### src/design/bqtb_pkg.sv
// Shared types, constants and helper functions of the boolean query tree builder.
package bqtb_pkg;

  localparam int OpStackDepth   = 32;
  localparam int NodeStackDepth = 32;
  localparam int MaxNodes       = 256;
  localparam int TermIdBits     = 16;

  localparam int MaxResults = 34;
  localparam int NodeIdxW   = 8;
  localparam int TermRefW   = 16;
  localparam int OpcodeW    = 3;
  localparam int KindW      = 3;
  localparam int InDataW    = 16;
  localparam int InUserW    = 3;
  localparam int OutDataW   = 40;
  localparam int OutUserW   = 4;

  localparam int RamWidth = 8;
  localparam int RamDepth = 32;

  typedef enum logic [OpcodeW-1:0] {
    OP_TERM   = 3'd0,
    OP_AND    = 3'd1,
    OP_OR     = 3'd2,
    OP_NOT    = 3'd3,
    OP_LPAREN = 3'd4,
    OP_RPAREN = 3'd5,
    OP_END    = 3'd6,
    OP_IGNORE = 3'd7
  } opcode_e;

  typedef enum logic [KindW-1:0] {
    KIND_TERM  = 3'd0,
    KIND_AND   = 3'd1,
    KIND_OR    = 3'd2,
    KIND_NOT   = 3'd3,
    KIND_ROOT  = 3'd4,
    KIND_EMPTY = 3'd5
  } kind_e;

  typedef struct packed {
    logic                error;
    kind_e               kind;
    logic [NodeIdxW-1:0] right_child;
    logic [NodeIdxW-1:0] left_child;
    logic [TermRefW-1:0] term_ref;
    logic [NodeIdxW-1:0] node_index;
  } rec_t;

  typedef struct packed {
    logic    start;
    logic    push_term;
    logic    push_op;
    logic    pop;
    logic    root;
    logic    flush;
    opcode_e op;
  } cmd_t;

  typedef struct packed {
    logic    op_nonempty;
    opcode_e op_top;
    logic    pend_valid;
    logic    emit_ok;
  } status_t;

  function automatic logic [1:0] prec(opcode_e op);
    logic [1:0] p;
    case (op)
      OP_NOT:  p = 2'd3;
      OP_AND:  p = 2'd2;
      OP_OR:   p = 2'd1;
      default: p = 2'd0;
    endcase
    return p;
  endfunction

endpackage

### src/design/bqtb_ram.sv
// Generic single write port RAM with one registered read port.
module bqtb_ram #(
  parameter int Width = bqtb_pkg::RamWidth,
  parameter int Depth = bqtb_pkg::RamDepth
) (
  input  logic                     clk_i,
  input  logic                     we_i,
  input  logic [$clog2(Depth)-1:0] waddr_i,
  input  logic [Width-1:0]         wdata_i,
  input  logic [$clog2(Depth)-1:0] raddr_i,
  output logic [Width-1:0]         rdata_o
);

  logic [Width-1:0] mem [Depth];
  logic [Width-1:0] rdata_q;

  always_ff @(posedge clk_i) begin
    if (we_i) begin
      mem[waddr_i] <= wdata_i;
    end
    rdata_q <= mem[raddr_i];
  end

  assign rdata_o = rdata_q;

endmodule

### src/design/bqtb_ctrl.sv
// Controller state machine that sequences token handling, operator pops and result flushes.
module bqtb_ctrl (
  input  logic                clk_i,
  input  logic                rst_ni,
  input  logic                in_valid_i,
  input  bqtb_pkg::opcode_e   in_op_i,
  output logic                in_ready_o,
  input  bqtb_pkg::status_t   sts_i,
  output bqtb_pkg::cmd_t      cmd_o
);

  typedef enum logic [2:0] {
    ST_IDLE,
    ST_TERM,
    ST_PUSH,
    ST_CHECK,
    ST_POP,
    ST_POP_LAST,
    ST_ROOT,
    ST_FIN
  } state_e;

  state_e            state_q, state_d;
  bqtb_pkg::opcode_e op_q, op_d;
  logic              pop_ok;

  always_ff @(posedge clk_i or negedge rst_ni) begin
    if (!rst_ni) begin
      state_q <= ST_IDLE;
      op_q    <= bqtb_pkg::OP_IGNORE;
    end else begin
      state_q <= state_d;
      op_q    <= op_d;
    end
  end

  always_comb begin
    state_d    = state_q;
    op_d       = op_q;
    cmd_o      = '0;
    cmd_o.op   = op_q;
    in_ready_o = 1'b0;
    pop_ok     = sts_i.op_nonempty && (sts_i.op_top != bqtb_pkg::OP_LPAREN);
    unique case (state_q)
      ST_IDLE: begin
        in_ready_o  = 1'b1;
        cmd_o.start = in_valid_i;
        if (in_valid_i) begin
          op_d = in_op_i;
          unique case (in_op_i) inside
            bqtb_pkg::OP_TERM:                     state_d = ST_TERM;
            bqtb_pkg::OP_NOT, bqtb_pkg::OP_LPAREN: state_d = ST_PUSH;
            bqtb_pkg::OP_AND, bqtb_pkg::OP_OR,
            bqtb_pkg::OP_RPAREN, bqtb_pkg::OP_END: state_d = ST_CHECK;
            default:                               state_d = ST_IDLE;
          endcase
        end
      end
      ST_TERM: begin
        if (sts_i.emit_ok) begin
          cmd_o.push_term = 1'b1;
          state_d         = ST_IDLE;
        end
      end
      ST_PUSH: begin
        cmd_o.push_op = 1'b1;
        state_d       = sts_i.pend_valid ? ST_FIN : ST_IDLE;
      end
      ST_CHECK: begin
        case (op_q) inside
          bqtb_pkg::OP_AND, bqtb_pkg::OP_OR: begin
            if (pop_ok && (bqtb_pkg::prec(sts_i.op_top) >= bqtb_pkg::prec(op_q))) begin
              state_d = ST_POP;
            end else begin
              state_d = ST_PUSH;
            end
          end
          bqtb_pkg::OP_RPAREN: begin
            if (pop_ok) begin
              state_d = ST_POP;
            end else if (sts_i.op_nonempty) begin
              state_d = ST_POP_LAST;
            end else begin
              state_d = ST_FIN;
            end
          end
          bqtb_pkg::OP_END: begin
            state_d = sts_i.op_nonempty ? ST_POP : ST_ROOT;
          end
          default: state_d = ST_FIN;
        endcase
      end
      ST_POP: begin
        if (sts_i.emit_ok) begin
          cmd_o.pop = 1'b1;
          state_d   = ST_CHECK;
        end
      end
      ST_POP_LAST: begin
        cmd_o.pop = 1'b1;
        state_d   = ST_FIN;
      end
      ST_ROOT: begin
        if (sts_i.emit_ok) begin
          cmd_o.root = 1'b1;
          state_d    = sts_i.pend_valid ? ST_FIN : ST_IDLE;
        end
      end
      ST_FIN: begin
        if (!sts_i.pend_valid) begin
          state_d = ST_IDLE;
        end else if (sts_i.emit_ok) begin
          cmd_o.flush = 1'b1;
          state_d     = ST_IDLE;
        end
      end
      default: state_d = ST_IDLE;
    endcase
  end

endmodule

### src/design/bqtb_dpath.sv
// Datapath with operator and node stacks, node numbering, result hold stage and output register.
module bqtb_dpath #(
  parameter int OpStackDepth   = bqtb_pkg::OpStackDepth,
  parameter int NodeStackDepth = bqtb_pkg::NodeStackDepth,
  parameter int MaxNodes       = bqtb_pkg::MaxNodes,
  parameter int TermIdBits     = bqtb_pkg::TermIdBits
) (
  input  logic                          clk_i,
  input  logic                          rst_ni,
  input  bqtb_pkg::cmd_t                cmd_i,
  output bqtb_pkg::status_t             sts_o,
  input  logic [bqtb_pkg::InDataW-1:0]  term_id_i,
  output logic                          out_valid_o,
  input  logic                          out_ready_i,
  output bqtb_pkg::rec_t                out_rec_o,
  output logic                          out_last_o
);

  localparam int OcW  = $clog2(OpStackDepth + 1);
  localparam int OaW  = $clog2(OpStackDepth);
  localparam int NcW  = $clog2(NodeStackDepth + 1);
  localparam int NaW  = $clog2(NodeStackDepth);
  localparam int NnW  = $clog2(MaxNodes + 1);
  localparam int RcW  = $clog2(bqtb_pkg::MaxResults + 1);
  localparam int IdxW = bqtb_pkg::NodeIdxW;
  localparam int TrW  = bqtb_pkg::TermRefW;
  localparam int OpW  = bqtb_pkg::OpcodeW;
  localparam int TW   = (TermIdBits < TrW) ? TermIdBits : TrW;

  logic [OcW-1:0]    op_cnt_q, op_cnt_d;
  logic [NcW-1:0]    nd_cnt_q, nd_cnt_d;
  logic [NnW-1:0]    next_node_q, next_node_d;
  logic              ovf_q, ovf_d;
  logic [RcW-1:0]    res_cnt_q, res_cnt_d;
  logic              pend_valid_q, pend_valid_d;
  logic              out_valid_q, out_valid_d;

  bqtb_pkg::opcode_e op_top_q, op_top_d;
  logic [IdxW-1:0]   nd_top_q, nd_top_d;
  logic [TW-1:0]     term_q, term_d;
  bqtb_pkg::rec_t    pend_q, pend_d;
  bqtb_pkg::rec_t    out_q, out_d;
  logic              out_last_q, out_last_d;

  logic              op_we, nd_we;
  logic [OpW-1:0]    op_rd;
  logic [IdxW-1:0]   nd_rd;
  logic [OaW-1:0]    op_wa, op_ra;
  logic [NaW-1:0]    nd_wa, nd_ra;
  logic [IdxW-1:0]   idx8;
  logic              node_full;
  logic              rec_gen;
  logic              produce;
  logic              final_rec;
  logic              out_load;
  bqtb_pkg::rec_t    rec;

  assign op_wa = OaW'(op_cnt_q - OcW'(1));
  assign op_ra = OaW'(op_cnt_q - OcW'(2));
  assign nd_wa = NaW'(nd_cnt_q - NcW'(1));
  assign nd_ra = NaW'(nd_cnt_q - NcW'(2));

  bqtb_ram #(
    .Width(OpW),
    .Depth(OpStackDepth)
  ) u_op_ram (
    .clk_i  (clk_i),
    .we_i   (op_we),
    .waddr_i(op_wa),
    .wdata_i(op_top_q),
    .raddr_i(op_ra),
    .rdata_o(op_rd)
  );

  bqtb_ram #(
    .Width(IdxW),
    .Depth(NodeStackDepth)
  ) u_node_ram (
    .clk_i  (clk_i),
    .we_i   (nd_we),
    .waddr_i(nd_wa),
    .wdata_i(nd_top_q),
    .raddr_i(nd_ra),
    .rdata_o(nd_rd)
  );

  always_comb begin
    op_cnt_d     = op_cnt_q;
    nd_cnt_d     = nd_cnt_q;
    next_node_d  = next_node_q;
    ovf_d        = ovf_q;
    res_cnt_d    = res_cnt_q;
    pend_valid_d = pend_valid_q;
    out_valid_d  = out_valid_q && !out_ready_i;
    op_top_d     = op_top_q;
    nd_top_d     = nd_top_q;
    term_d       = term_q;
    pend_d       = pend_q;
    out_d        = out_q;
    out_last_d   = out_last_q;
    op_we        = 1'b0;
    nd_we        = 1'b0;
    rec_gen      = 1'b0;
    out_load     = 1'b0;
    rec          = '0;
    rec.error    = ovf_q;
    idx8         = IdxW'(next_node_q);
    node_full    = next_node_q >= NnW'(MaxNodes);

    if (cmd_i.push_term) begin
      if ((nd_cnt_q >= NcW'(NodeStackDepth)) || node_full) begin
        ovf_d = 1'b1;
      end else begin
        nd_we          = nd_cnt_q != '0;
        nd_top_d       = idx8;
        nd_cnt_d       = nd_cnt_q + NcW'(1);
        next_node_d    = next_node_q + NnW'(1);
        rec_gen        = 1'b1;
        rec.kind       = bqtb_pkg::KIND_TERM;
        rec.node_index = idx8;
        rec.term_ref   = TrW'(term_q);
      end
    end

    if (cmd_i.push_op) begin
      if (op_cnt_q >= OcW'(OpStackDepth)) begin
        ovf_d = 1'b1;
      end else begin
        op_we    = op_cnt_q != '0;
        op_top_d = cmd_i.op;
        op_cnt_d = op_cnt_q + OcW'(1);
      end
    end

    if (cmd_i.pop) begin
      op_cnt_d = op_cnt_q - OcW'(1);
      op_top_d = bqtb_pkg::opcode_e'(op_rd);
      case (op_top_q) inside
        bqtb_pkg::OP_NOT: begin
          if (nd_cnt_q != '0) begin
            if (node_full) begin
              ovf_d = 1'b1;
            end else begin
              nd_top_d        = idx8;
              next_node_d     = next_node_q + NnW'(1);
              rec_gen         = 1'b1;
              rec.kind        = bqtb_pkg::KIND_NOT;
              rec.node_index  = idx8;
              rec.right_child = nd_top_q;
            end
          end
        end
        bqtb_pkg::OP_AND, bqtb_pkg::OP_OR: begin
          if (nd_cnt_q >= NcW'(2)) begin
            if (node_full) begin
              ovf_d = 1'b1;
            end else begin
              nd_cnt_d        = nd_cnt_q - NcW'(1);
              nd_top_d        = idx8;
              next_node_d     = next_node_q + NnW'(1);
              rec_gen         = 1'b1;
              rec.kind        = (op_top_q == bqtb_pkg::OP_AND) ? bqtb_pkg::KIND_AND
                                                               : bqtb_pkg::KIND_OR;
              rec.node_index  = idx8;
              rec.left_child  = nd_rd;
              rec.right_child = nd_top_q;
            end
          end
        end
        default: ;
      endcase
    end

    if (cmd_i.root) begin
      rec_gen = 1'b1;
      if (nd_cnt_q != '0) begin
        rec.kind       = bqtb_pkg::KIND_ROOT;
        rec.node_index = nd_top_q;
      end else begin
        rec.kind = bqtb_pkg::KIND_EMPTY;
      end
      op_cnt_d    = '0;
      nd_cnt_d    = '0;
      next_node_d = '0;
      ovf_d       = 1'b0;
    end

    produce   = rec_gen && (res_cnt_q < RcW'(bqtb_pkg::MaxResults));
    final_rec = cmd_i.push_term || cmd_i.root;

    if (produce) begin
      res_cnt_d = res_cnt_q + RcW'(1);
      if (final_rec && !pend_valid_q) begin
        out_d       = rec;
        out_last_d  = 1'b1;
        out_valid_d = 1'b1;
        out_load    = 1'b1;
      end else begin
        if (pend_valid_q) begin
          out_d       = pend_q;
          out_last_d  = 1'b0;
          out_valid_d = 1'b1;
          out_load    = 1'b1;
        end
        pend_d       = rec;
        pend_valid_d = 1'b1;
      end
    end

    if (cmd_i.flush) begin
      out_d        = pend_q;
      out_last_d   = 1'b1;
      out_valid_d  = 1'b1;
      out_load     = 1'b1;
      pend_valid_d = 1'b0;
    end

    if (cmd_i.start) begin
      res_cnt_d = '0;
      term_d    = term_id_i[TW-1:0];
    end
  end

  always_ff @(posedge clk_i or negedge rst_ni) begin
    if (!rst_ni) begin
      op_cnt_q     <= '0;
      nd_cnt_q     <= '0;
      next_node_q  <= '0;
      ovf_q        <= 1'b0;
      res_cnt_q    <= '0;
      pend_valid_q <= 1'b0;
      out_valid_q  <= 1'b0;
    end else begin
      op_cnt_q     <= op_cnt_d;
      nd_cnt_q     <= nd_cnt_d;
      next_node_q  <= next_node_d;
      ovf_q        <= ovf_d;
      res_cnt_q    <= res_cnt_d;
      pend_valid_q <= pend_valid_d;
      out_valid_q  <= out_valid_d;
    end
  end

  always_ff @(posedge clk_i) begin
    op_top_q   <= op_top_d;
    nd_top_q   <= nd_top_d;
    term_q     <= term_d;
    pend_q     <= pend_d;
    out_q      <= out_d;
    out_last_q <= out_last_d;
  end

  assign sts_o.op_nonempty = op_cnt_q != '0;
  assign sts_o.op_top      = op_top_q;
  assign sts_o.pend_valid  = pend_valid_q;
  assign sts_o.emit_ok     = !out_valid_q || out_ready_i;

  assign out_valid_o = out_valid_q;
  assign out_rec_o   = out_q;
  assign out_last_o  = out_last_q;

  a_flush_empties_hold: assert property (@(posedge clk_i) disable iff (!rst_ni)
    cmd_i.flush |=> !pend_valid_q)
    else $error("Hold stage still full after a flush.");

  a_no_overwrite: assert property (@(posedge clk_i) disable iff (!rst_ni)
    out_load |-> (!out_valid_q || out_ready_i))
    else $error("Output register loaded while a result is still waiting.");

  a_result_cap: assert property (@(posedge clk_i) disable iff (!rst_ni)
    res_cnt_q <= RcW'(bqtb_pkg::MaxResults))
    else $error("Result count exceeds the per-token limit.");

  a_root_clears: assert property (@(posedge clk_i) disable iff (!rst_ni)
    cmd_i.root |=> (op_cnt_q == '0) && (nd_cnt_q == '0) && (next_node_q == '0) && !ovf_q)
    else $error("End of query did not clear the parser state.");

endmodule

### src/design/boolean_query_tree_builder.sv
// Boolean query tree builder: shunting-yard parser split into a controller and a stack datapath.
// A term is pushed in ST_TERM, a NOT or left paren in ST_PUSH; an ignored token stays idle.
// AND, OR, right paren and end pop operators via ST_CHECK and ST_POP, then push
// the operator, drop the left paren or emit the root. A popped node waits in a hold stage
// until the next node or the end of its token, and a full output stalls the parser.
// Reset clears all counts, the error flag and handshake state; stack RAM contents are kept.
module boolean_query_tree_builder #(
  parameter int OpStackDepth   = bqtb_pkg::OpStackDepth,
  parameter int NodeStackDepth = bqtb_pkg::NodeStackDepth,
  parameter int MaxNodes       = bqtb_pkg::MaxNodes,
  parameter int TermIdBits     = bqtb_pkg::TermIdBits
) (
  input  logic                           clk_i,
  input  logic                           rst_ni,
  input  logic                           s_axis_tvalid,
  output logic                           s_axis_tready,
  input  logic [bqtb_pkg::InDataW-1:0]   s_axis_tdata,   // term_id
  input  logic [bqtb_pkg::InUserW-1:0]   s_axis_tuser,   // opcode
  output logic                           m_axis_tvalid,
  input  logic                           m_axis_tready,
  // node_index, term_ref, left_child, right_child
  output logic [bqtb_pkg::OutDataW-1:0]  m_axis_tdata,
  output logic [bqtb_pkg::OutUserW-1:0]  m_axis_tuser,   // kind, error
  output logic                           m_axis_tlast
);

  bqtb_pkg::cmd_t    cmd;
  bqtb_pkg::status_t sts;
  bqtb_pkg::rec_t    rec;

  bqtb_ctrl u_ctrl (
    .clk_i     (clk_i),
    .rst_ni    (rst_ni),
    .in_valid_i(s_axis_tvalid),
    .in_op_i   (bqtb_pkg::opcode_e'(s_axis_tuser)),
    .in_ready_o(s_axis_tready),
    .sts_i     (sts),
    .cmd_o     (cmd)
  );

  bqtb_dpath #(
    .OpStackDepth  (OpStackDepth),
    .NodeStackDepth(NodeStackDepth),
    .MaxNodes      (MaxNodes),
    .TermIdBits    (TermIdBits)
  ) u_dpath (
    .clk_i      (clk_i),
    .rst_ni     (rst_ni),
    .cmd_i      (cmd),
    .sts_o      (sts),
    .term_id_i  (s_axis_tdata),
    .out_valid_o(m_axis_tvalid),
    .out_ready_i(m_axis_tready),
    .out_rec_o  (rec),
    .out_last_o (m_axis_tlast)
  );

  assign m_axis_tdata = {rec.right_child, rec.left_child, rec.term_ref, rec.node_index};
  assign m_axis_tuser = {rec.error, rec.kind};

endmodule

### config.mk
export PLATFORM = sky130hd
export DESIGN_NAME = boolean_query_tree_builder
export DESIGN_NICKNAME = d
export VERILOG_FILES = /design/src/design/bqtb_pkg.sv /design/src/design/bqtb_ram.sv /design/src/design/bqtb_ctrl.sv /design/src/design/bqtb_dpath.sv /design/src/design/boolean_query_tree_builder.sv
export SDC_FILE = /design/constraint.sdc
export NUM_CORES = 1
export LEC_CHECK = 0
export ABC_AREA = 1
export BUFFER_PORTS_ARGS = -buffer_cell sky130_fd_sc_hd__buf_2
export CORE_UTILIZATION = 40
export CTS_CLUSTER_SIZE = 30
export DETAILED_ROUTE_END_ITERATION = 12
export GPL_TIMING_DRIVEN = 0
export PLACE_DENSITY = 0.61
export SETUP_SLACK_MARGIN = 0.1
export SLEW_MARGIN = 20
export SYNTH_ARGS = -nofsm -noshare
export SYNTH_HDL_FRONTEND = slang
export SYNTH_HIERARCHICAL = 1
export SYNTH_SLANG_ARGS = --single-unit
### constraint.sdc
create_clock -name clk_i -period 7.5 [get_ports clk_i]
set_clock_uncertainty 0.05 [all_clocks]
set_input_delay 0.375 -clock clk_i [delete_from_list [all_inputs] [get_ports clk_i]]
set_output_delay 0.375 -clock clk_i [all_outputs]
set_load 0.05 [all_outputs]
## Word level (Yosys, flattened, before mapping)

Memory sizes are Yosys's and may differ from the RTL's. A register that Yosys moved wholly into a read port is not among the register bits.
Cells that the tools add are included.

- RAM bits: 352
- Bits of input ports: 23
- Memory bits (read-only): 0
- Bits in latches: 0
- Flip-flop bits (word level): 152
- Logic and storage cells: 230
- Output and inout bits: 47
- Memories: 2

- Magnitude comparators: 6
- Mux-type cells: 127
- Bitwise logic cells: 1
- Div/mod/pow operators: 0
- Multiply operators: 0
- Reduce and logical (&&, ||, !) cells: 33
- Shifts and indexed selects: 0
- Add/subtract/negate cells: 8
- Equality and inequality tests: 28

Memories:

| name | words | width | read ports | clocked after Yosys merged registers in | write ports | RTL line | RTL |
|---|---|---|---|---|---|---|---|
| u_dpath.u_node_ram.mem | 32 | 8 | 1 | 1 | 1 | bqtb_ram.sv:14 | `logic [Width-1:0] mem [Depth];` |
| u_dpath.u_op_ram.mem | 32 | 3 | 1 | 1 | 1 | bqtb_ram.sv:14 |  |

Operators with widths:

| operator | count |
|---|---|
| $mux 44 | 4 |
| $mux 8 | 18 |
| $mux 6 | 14 |
| $mux 9 | 9 |
| $mux 19 | 3 |
| $mux 24 | 2 |
| $mux 1 | 46 |
| $mux 3 | 15 |
| $eq 3x3->1 const B | 9 |
| $eq 3x2->1 const B | 8 |
| $pmux 3 s8 | 1 |
| $mux 11 | 2 |
| $mux 10 | 2 |
| $add 6x1->6 const B | 3 |
| $pmux 2 s3 | 3 |
| $mux 2 | 7 |
| $reduce_and 2->1 | 7 |
| $eq 3x1->1 const B | 4 |
| $ge 6x6->1 const B | 2 |
| $reduce_bool 6->1 | 2 |
| $sub 6x1->6 const B | 2 |
| $ne 2x2->1 const B | 5 |
| $sub 5x2->5 const B | 2 |
| $add 9x1->9 const B | 1 |
| 17 further kinds | 32 |

## Logic depth before layout (Yosys ltp)

Gate-level depths: netlist of the first run.

- Depth in word-level cells: 15
- Gate-level depth with buffers: 13
- Depth with buffers taken out: 13

## By module

Netlist of the first run, hierarchy kept.

By module, submodules not included:

| module | cells an instance | area each (sq um) | sequential area each (sq um) | times used |
|---|---|---|---|---|
| bqtb_ram at u_dpath.u_node_ram | 922 | 10786.6 | 7847.5 | 1 |
| bqtb_dpath | 692 | 6860.3 | 4144.0 | 1 |
| bqtb_ram at u_dpath.u_op_ram | 377 | 4127.7 | 2942.8 | 1 |
| bqtb_ctrl | 96 | 616.8 | 153.9 | 1 |

## Least setup slack after synthesis of the first run

No wires, ideal clock.

- Path type: reg2reg
- Start: register u_dpath.out_valid_q, in the netlist u_dpath/out_valid_o
- End: register u_dpath.out_q, in the netlist u_dpath/out_rec_o[0], enable pin
- Path buffers: 0
- Data required time: 7.048 ns
- Arrival: 2.928 ns
- Setup time: 0.402 ns
- Path slack: 4.120 ns
- Period minus slack after synthesis: 3.380 ns
- Cell stages (with the launch flop): 10
- Cell sequence: dfrtp_1 > nand2_1 > nand2_1 > o31ai_1 > inv_1 > nor2_1 > nand2_8 > nand3_4 > o211ai_1 > nand2_1

RTL lines:

| element | RTL line | RTL |
|---|---|---|
| from (decl) | bqtb_dpath.sv:36 | `logic out_valid_q, out_valid_d;` |
| from (signal assigned) | bqtb_dpath.sv:240 | `out_valid_q <= out_valid_d;` |
| to (signal assigned) | bqtb_dpath.sv:249 | `out_q <= out_d;` |
| to (decl) | bqtb_dpath.sv:42 | `bqtb_pkg::rec_t out_q, out_d;` |

==> impl_metrics.py, run 1 <==
metrics = {
    "die": {
        "num_rows": 86,
        "dieArea_um2": 56930,
        "die_height_um": 238.6,
        "num_io_pins": 70,
        "core_area_um2": 55200,
        "die_w_um": 238.6,
        "initial_core_util_pct": 40.56,
    },
    "logic_synthesis": {
        "async_flop_share_pct": 6.990,
        "synth_edf_count": 459,
        "synth-warning-count": 6,
        "synth-seq-cells": 515,
        "ys_top_cells_by_area": "edfxtp_1 62%, nand2_1 12%, nand3_1 7.4%",
        "synthDistinctLibCells": 48,
        "syn_area_um2": 22390,
        "synth_top_area_cell": "edfxtp_1",
        "synth.most_common_cell": "nand2_1",
        "avgSynthCellArea_um2": 10.73,
        "synth.net_count": 2131,
        "synth_top_area_share_pct": 61.56,
        "synthCells": 2087,
        "ys.flop_type": "edfxtp_1",
        "seq_area_frac_synth_pct": 67.38,
        "synthTopCellsByCount": "727 x nand2_1, 459 x edfxtp_1, 332 x nand3_1, 121 x nor2_1, 92 x inv_1",
    },
    "route": {
        "wl_per_cell_um": 18.00,
        "antenna_left": 0,
        "dr.pass1.iters": 6,
        "wirelength_um": 54560,
        "vias": 15510,
        "first_iter_violations": 1418,
        "avgViaCountPerCell": 5.116,
        "drcViolationCount": 0,
    },
    "grt": {
        "grt_max_degree": 37,
        "grt_antenna_before_repair": 0,
        "grt_pass1_wl_um": 84190,
        "grt_use_total_pct": 19.07,
        "grt_overflow": 0,
        "grt_pass1_vias": 14940,
    },
    "clock_network": {
        "clk_pin_slew_ps": 60,
        "cts_hold_buf": 20,
        "tritoncts": "built",
        "clock_path_buffers": 3,
        "cts_setup_buffers": 0,
        "cts_root_buf": "clkbuf_16",
        "cts_sinks": 515,
        "htree_levels": 2,
        "worstSkewPairLatency_ps": 580,
        "cts_buffers": 51,
        "cts_resized": 0,
    },
    "finish": {
        "area_delta_synth_final_pct": 15.52,
        "seqCellArea_um2": 15100,
        "drive_above_1_share_pct": 13.18,
        "multi_input_area_um2": 6233,
        "final_nets": 2286,
        "final_cells": 3032,
        "n_antenna_cell": 0,
        "fillers": 5028,
    },
    "min_path": {
        "min-delay-start": "s_axis_tvalid",
        "holdPathEnd": "u_ctrl/op_q[2]",
        "hold_path.class": "input pin to flip-flop",
        "whs_path_depth": 3,
    },
    "timing": {
        "timing.final.crit_period_ps": 3906,
        "tns_ps": 0,
        "worst_pin_slew_ps": 1088,
        "max_freq_mhz": 256.0,
        "post-route-period-util_pct": 52.07,
        "maxSlewHeadroom_pct": 26.80,
        "setup_viol": 0,
        "hold_violations": 0,
        "slew_violations": 0,
        "rsz0062_at_grt": "false",
    },
    "pwr": {
        "seqPwrFrac_pct": 36.7,
        "clkPwrFrac_pct": 22.8,
        "intPower_mw": 6.643,
        "p_sw_share_pct": 41.28,
        "ir_drop_mv": 0.2688,
        "p_sw_mw": 4.670,
        "leakage_nw": 10.21,
        "powerDensity_nw_per_um2": 437.3,
        "comb_power_share_pct": 40.5,
    },
    "worst_setup_path": {
        "endpoint_kind": "flip-flop",
        "r2r_end": "u_dpath/u_node_ram/mem[3][0]",
        "crit_cells": 9,
        "crit_family": "simple AND/OR/NAND/NOR gates",
        "path_cells": "nand2_1, inv_1, nor4_1, inv_2, nor2_8, nand2_1, inv_1, nand3_1, nor2_1",
        "critical-path-max-stage-delay_ps": 880,
        "crit_arrival_ps": 4060,
        "critPathBufInv": 3,
        "reg2reg_from": "u_dpath/out_valid_o",
        "r2r_slack_ps": 3590,
        "cp_max_fo": 9,
        "slowest_stage": "nor2_1",
        "r2r_cells": 9,
        "path_class": "flip-flop to flip-flop",
        "cp_data_required_time_ps": 7650,
        "cp-start-kind": "flip-flop",
    },
    "run_status": {
        "status": "completed",
    },
    "place": {
        "place_congestion": 0.9186,
        "portBuffers": 69,
        "placed_cells": 2917,
        "hpwl_um": 37270,
    },
    "flow_run": {
        "maxCapViolCount": 0,
    },
}
flip-flops by register name (all words and copies together) (netlist names):
register,flops
u_dpath/u_node_ram/mem,256
u_dpath/u_op_ram/mem,96
u_dpath/out_rec_o,44
u_dpath/pend_q,44
u_dpath/term_q,16
u_dpath/next_node_q,9
u_dpath/nd_top_q,8
u_dpath/u_node_ram/rdata_o,8
u_dpath/nd_cnt_q,6
u_dpath/op_cnt_q,6
u_dpath/res_cnt_q,6
u_ctrl/op_q,3
u_ctrl/state_q,3
u_dpath/op_top_q,3
u_dpath/u_op_ram/rdata_o,3
u_dpath/out_last_o,1
u_dpath/out_valid_o,1
u_dpath/ovf_q,1
u_dpath/pend_valid_q,1
worst max-delay path by stage:
stage | from | endpoint | slack (ps)
after floorplan | u_dpath/out_valid_o | u_dpath/out_rec_o[0] | 4120
after global placement | m_axis_tready | u_dpath/out_rec_o[29] | 3120
after detailed placement | m_axis_tready | u_dpath/u_node_ram/mem[3][2] | 3540
after CTS | u_dpath/out_valid_o | u_dpath/u_node_ram/mem[3][2] | 3650
after global routing | u_dpath/out_valid_o | u_dpath/u_node_ram/mem[3][4] | 3290
final | u_dpath/out_valid_o | u_dpath/u_node_ram/mem[3][0] | 3590
routing by layer:
layer  track usage, %  wire [um]
met1            27.34      24320
met2            30.56      25440
met3            2.702       3812
met4            4.565        989
met5                0          0
through the flow:
step | total power [mW] | util [%] | setup slack (ps) | cell area [um2] | hold slack, ps
floorplan | 7.183 | - | 4120 | 22390 | 29.41
global placement | 8.536 | 42.89 | 3120 | 23670 | 393.1
detailed placement | 8.732 | 43.41 | 3536 | 23960 | 432.5
CTS | 11.32 | 46.86 | 3654 | 25870 | 47.70
global route | 11.92 | 46.86 | 3289 | 25870 | 86.03
finish | 11.31 | 46.86 | 3594 | 25870 | 75.40
final cells by class:
class                   count  area share (%)
inverters                 113           1.640
plain buffers              94           2.506
multi-input cells        1365           24.10
flip-flops and latches    515           58.37
repair buffers            102           3.183
clock inverters            26          0.9094
well taps                 748           3.618
clock buffers              69           5.674
cells in the final DEF, fill, tap and decap left out, types with 6 or more instances in the layout:
master and count:
a21oi_1 26, buf_2 101, buf_4 11, buf_6 27, clkbuf_1 27, clkbuf_16 54, clkbuf_8 6, clkinv_1 11
clkinv_2 7, dfrtp_1 33, dfxtp_1 12, dfxtp_2 8, dlygate4sd3_1 20, edfxtp_1 459, ha_1 21, inv_1 91
inv_2 22, nand2_1 726, nand2_2 7, nand3_1 332, nand4_1 9, nor2_1 121, nor2_2 9, nor3_1 8
o21ai_0 41, xor2_1 16
worst min-delay path, stage by stage:
cell and delay [ps]:
buf_2 110, nand2_2 130, o21ai_1 70
power groups by stage:
stage                     Clock (mW)  Combinational, mW  Sequential (mW)
after global routing            2.72               4.99             4.21
after floorplan                    0               2.61             4.57
after global placement             0               4.14             4.39
after detailed placement           0               4.51             4.22
after CTS                       2.62               4.54             4.16
final                           2.58               4.58             4.16
cells by family after synthesis:
logic type               after synthesis  synth area share [%]
buffers and inverters                207                 4.789
AND/OR/NAND/NOR                     1233                 23.59
XOR/XNOR                              18                0.7041
AO/OA/AOI/OAI                         93                 2.364
flip-flops                           515                 67.38
adder cells (fa/ha/maj)               21                 1.173
No activity file was read; power rests on OpenSTA's default activity.
==> run 2: changes to the inputs <==
- ABC_AREA: 1 -> 0
- clock period: 7.5 -> 3.8 ns (I/O delays scaled with it)
==> impl_metrics.py, run 2 <==
metrics = {
    "run_status": {
        "status": "completed",
    },
    "logic_synthesis": {
        "synth-seq-cells": 515,
        "async_flop_share_pct": 6.990,
        "synth_top_area_share_pct": 64.92,
        "synthCells": 1214,
        "ys_top_cells_by_area": "edfxtp_1 65%, mux4_2 12%, dfrtp_1 3.9%",
        "syn_area_um2": 21230,
        "avgSynthCellArea_um2": 17.49,
        "synth-warning-count": 6,
        "synthTopCellsByCount": "459 x edfxtp_1, 109 x mux4_2, 101 x nor2_1, 82 x nand2_1, 40 x mux2_2",
        "synth_top_area_cell": "edfxtp_1",
        "synth_edf_count": 459,
        "ys.flop_type": "edfxtp_1",
        "synthDistinctLibCells": 71,
        "synth.most_common_cell": "edfxtp_1",
        "seq_area_frac_synth_pct": 71.07,
        "synth.net_count": 1258,
    },
    "grt": {
        "grt_pass1_vias": 11290,
        "grt_antenna_before_repair": 1,
        "grt_overflow": 0,
        "grt_pass1_wl_um": 68600,
        "grt_use_total_pct": 16.87,
        "grt_max_degree": 45,
    },
    "place": {
        "place_congestion": 0.7920,
        "hpwl_um": 28900,
        "portBuffers": 69,
    },
    "finish": {
        "final_cell_mix": "459 x edfxtp_1, 109 x mux4_2, 89 x nor2_1",
        "top_regs": "u_dpath/u_node_ram/mem (256), u_dpath/u_op_ram/mem (96)",
        "largest_register": "u_dpath/u_node_ram/mem",
        "area_delta_synth_final_pct": 16.37,
        "largest_reg_flops": 256,
        "final_nets": 1411,
        "n_antenna_cell": 0,
        "drive_above_1_share_pct": 27.88,
        "final_common_cell": "edfxtp_1",
    },
    "clock_network": {
        "worstSkewPairLatency_ps": 600,
        "tritoncts": "built",
        "clock_path_buffers": 3,
        "clk_pin_slew_ps": 60,
        "cts_root_buf": "clkbuf_16",
        "cts_sinks": 515,
        "htree_levels": 2,
        "cts_buffers": 54,
    },
    "worst_setup_path": {
        "worstSetupStartpoint": "u_dpath/nd_cnt_q[1]",
        "cp_max_fo": 10,
        "cp_data_required_time_ps": 4250,
        "cp-start-kind": "flip-flop",
        "path_class": "flip-flop to flip-flop",
        "path_cells": "inv_1, ha_1, inv_1, clkbuf_1, clkbuf_1, mux4_2, mux4_2, mux2_2",
        "r2r_slack_ps": 280,
        "r2r_end": "u_dpath/u_node_ram/rdata_o[5]",
        "endpoint_kind": "flip-flop",
        "slowest_stage": "clkbuf_1",
        "crit_cells": 8,
        "reg2reg_from": "u_dpath/nd_cnt_q[1]",
        "crit_family": "buffers and inverters",
        "crit_path_end": "u_dpath/u_node_ram/rdata_o[5]",
        "r2r_cells": 8,
        "crit_arrival_ps": 3970,
        "critical-path-max-stage-delay_ps": 580,
        "critPathBufInv": 4,
    },
    "min_path": {
        "hold_path.class": "input pin to flip-flop",
    },
    "timing": {
        "post-route-period-util_pct": 92.64,
        "setup_viol": 0,
        "maxSlewHeadroom_pct": 25.93,
        "hold_violations": 0,
        "rsz0062_at_grt": "false",
        "max_freq_mhz": 284.1,
        "timing.final.crit_period_ps": 3520,
        "tns_ps": 0,
        "worst_pin_slew_ps": 1102,
        "slew_violations": 0,
    },
    "route": {
        "wirelength_um": 45160,
        "avgViaCountPerCell": 5.374,
        "dr.pass1.iters": 7,
        "drcViolationCount": 0,
        "wl_per_cell_um": 21.49,
        "first_iter_violations": 874,
        "vias": 11290,
        "antenna_left": 0,
    },
    "die": {
        "initial_core_util_pct": 40.40,
        "dieArea_um2": 54000,
        "num_rows": 84,
        "core_area_um2": 52550,
        "num_io_pins": 70,
        "die_height_um": 232.4,
        "die_w_um": 232.4,
    },
    "pwr": {
        "powerDensity_nw_per_um2": 836.6,
        "totalPowerFinal_mw": 20.67,
        "leakage_nw": 8.392,
        "ir_drop_mv": 0.3800,
    },
    "flow_run": {
        "maxCapViolCount": 0,
    },
}
==> run 2: where the power goes <==
part	switching [mW]	leakage [nW]	total, mW	internal [mW]
Sequential	0.500	4.86	7.88	7.38
Clock	2.20	0.886	5.35	3.15
Combinational	4.52	2.64	7.44	2.92
==> run 2: timing repair <==
item,CTS,global route
hold endpoints to repair,54,0
hold buffers,21,0
endpoints found under the setup margin,136,352
gates resized for setup,5,32
buffers inserted,0,1
pin swaps,0,2
gates cloned,0,1
==> run 2: worst min path at each step <==
stage	startpoint	end	slack (ps)	cells after the start
finish	m_axis_tready	u_dpath/out_valid_o	60	3
global route	m_axis_tready	u_dpath/out_valid_o	100	3
CTS	m_axis_tready	u_dpath/out_valid_o	20	3
detailed placement	rst_ni	u_ctrl/state_q[0]	300	1
global placement	rst_ni	u_ctrl/state_q[0]	290	1
floorplan	rst_ni	u_ctrl/state_q[0]	-160	0
==> run 2: cell type report <==
cell class | instances | area [um2]
Sequential cell | 515 | 15100
Timing Repair Buffer | 97 | 665.6
Tap cell | 688 | 860.8
Clock inverter | 33 | 380.4
Multi-Input combinational cell | 615 | 5852
Buffer | 63 | 341.6
Fill cell | 4452 | 27850
Clock buffer | 69 | 1428
Inverter | 21 | 78.83
==> run 2: through the flow <==
stage / instances / hold WS, ps / setup WS (ps) / utilization (%) / instance area, um2
global placement: 1971 / 294.1 / -192.3 / 42.70 / 22440
global route: 2101 / 95.08 / 102.5 / 47.01 / 24700
CTS: 2100 / 18.06 / 29.11 / 46.77 / 24580
detailed placement: 1977 / 299.3 / -269.8 / 42.89 / 22540
finish: 2101 / 56.14 / 279.9 / 47.01 / 24700
floorplan: 1214 / -155.6 / 459.9 / - / 21230
==> run 2: layer usage <==
layer / GRT usage (%) / routed length (um) / vias up / part of all wire (%)
met1: 23.12 / 20050 / 5888 / 44
met5: 0 / 0 / - / 0
met2: 27.37 / 21890 / 292 / 48
met4: 4.482 / 856 / 0 / 1.9
li1: - / - / 5051 / -
met3: 3.419 / 2362 / 59 / 5.2
==> run 2: cells by family (layout without fill, tap and decap cells) <==
group	count (synthesis)	in the layout	synth area share, %
mux	160	160	14.32
simple gates	318	319	7.438
compound gates	96	96	3.194
xor+xnor	19	19	0.7838
buf+inv	85	283	1.963
flops	515	515	71.07
fa+ha+maj	21	21	1.238
==> run 2: worst register-to-register path: stages, from the launching register on <==
cell and delay [ps]:
dfrtp_1 490, inv_1 190, ha_1 320, inv_1 50, clkbuf_1 510, clkbuf_1 580
mux4_2 450, mux4_2 510, mux2_2 270
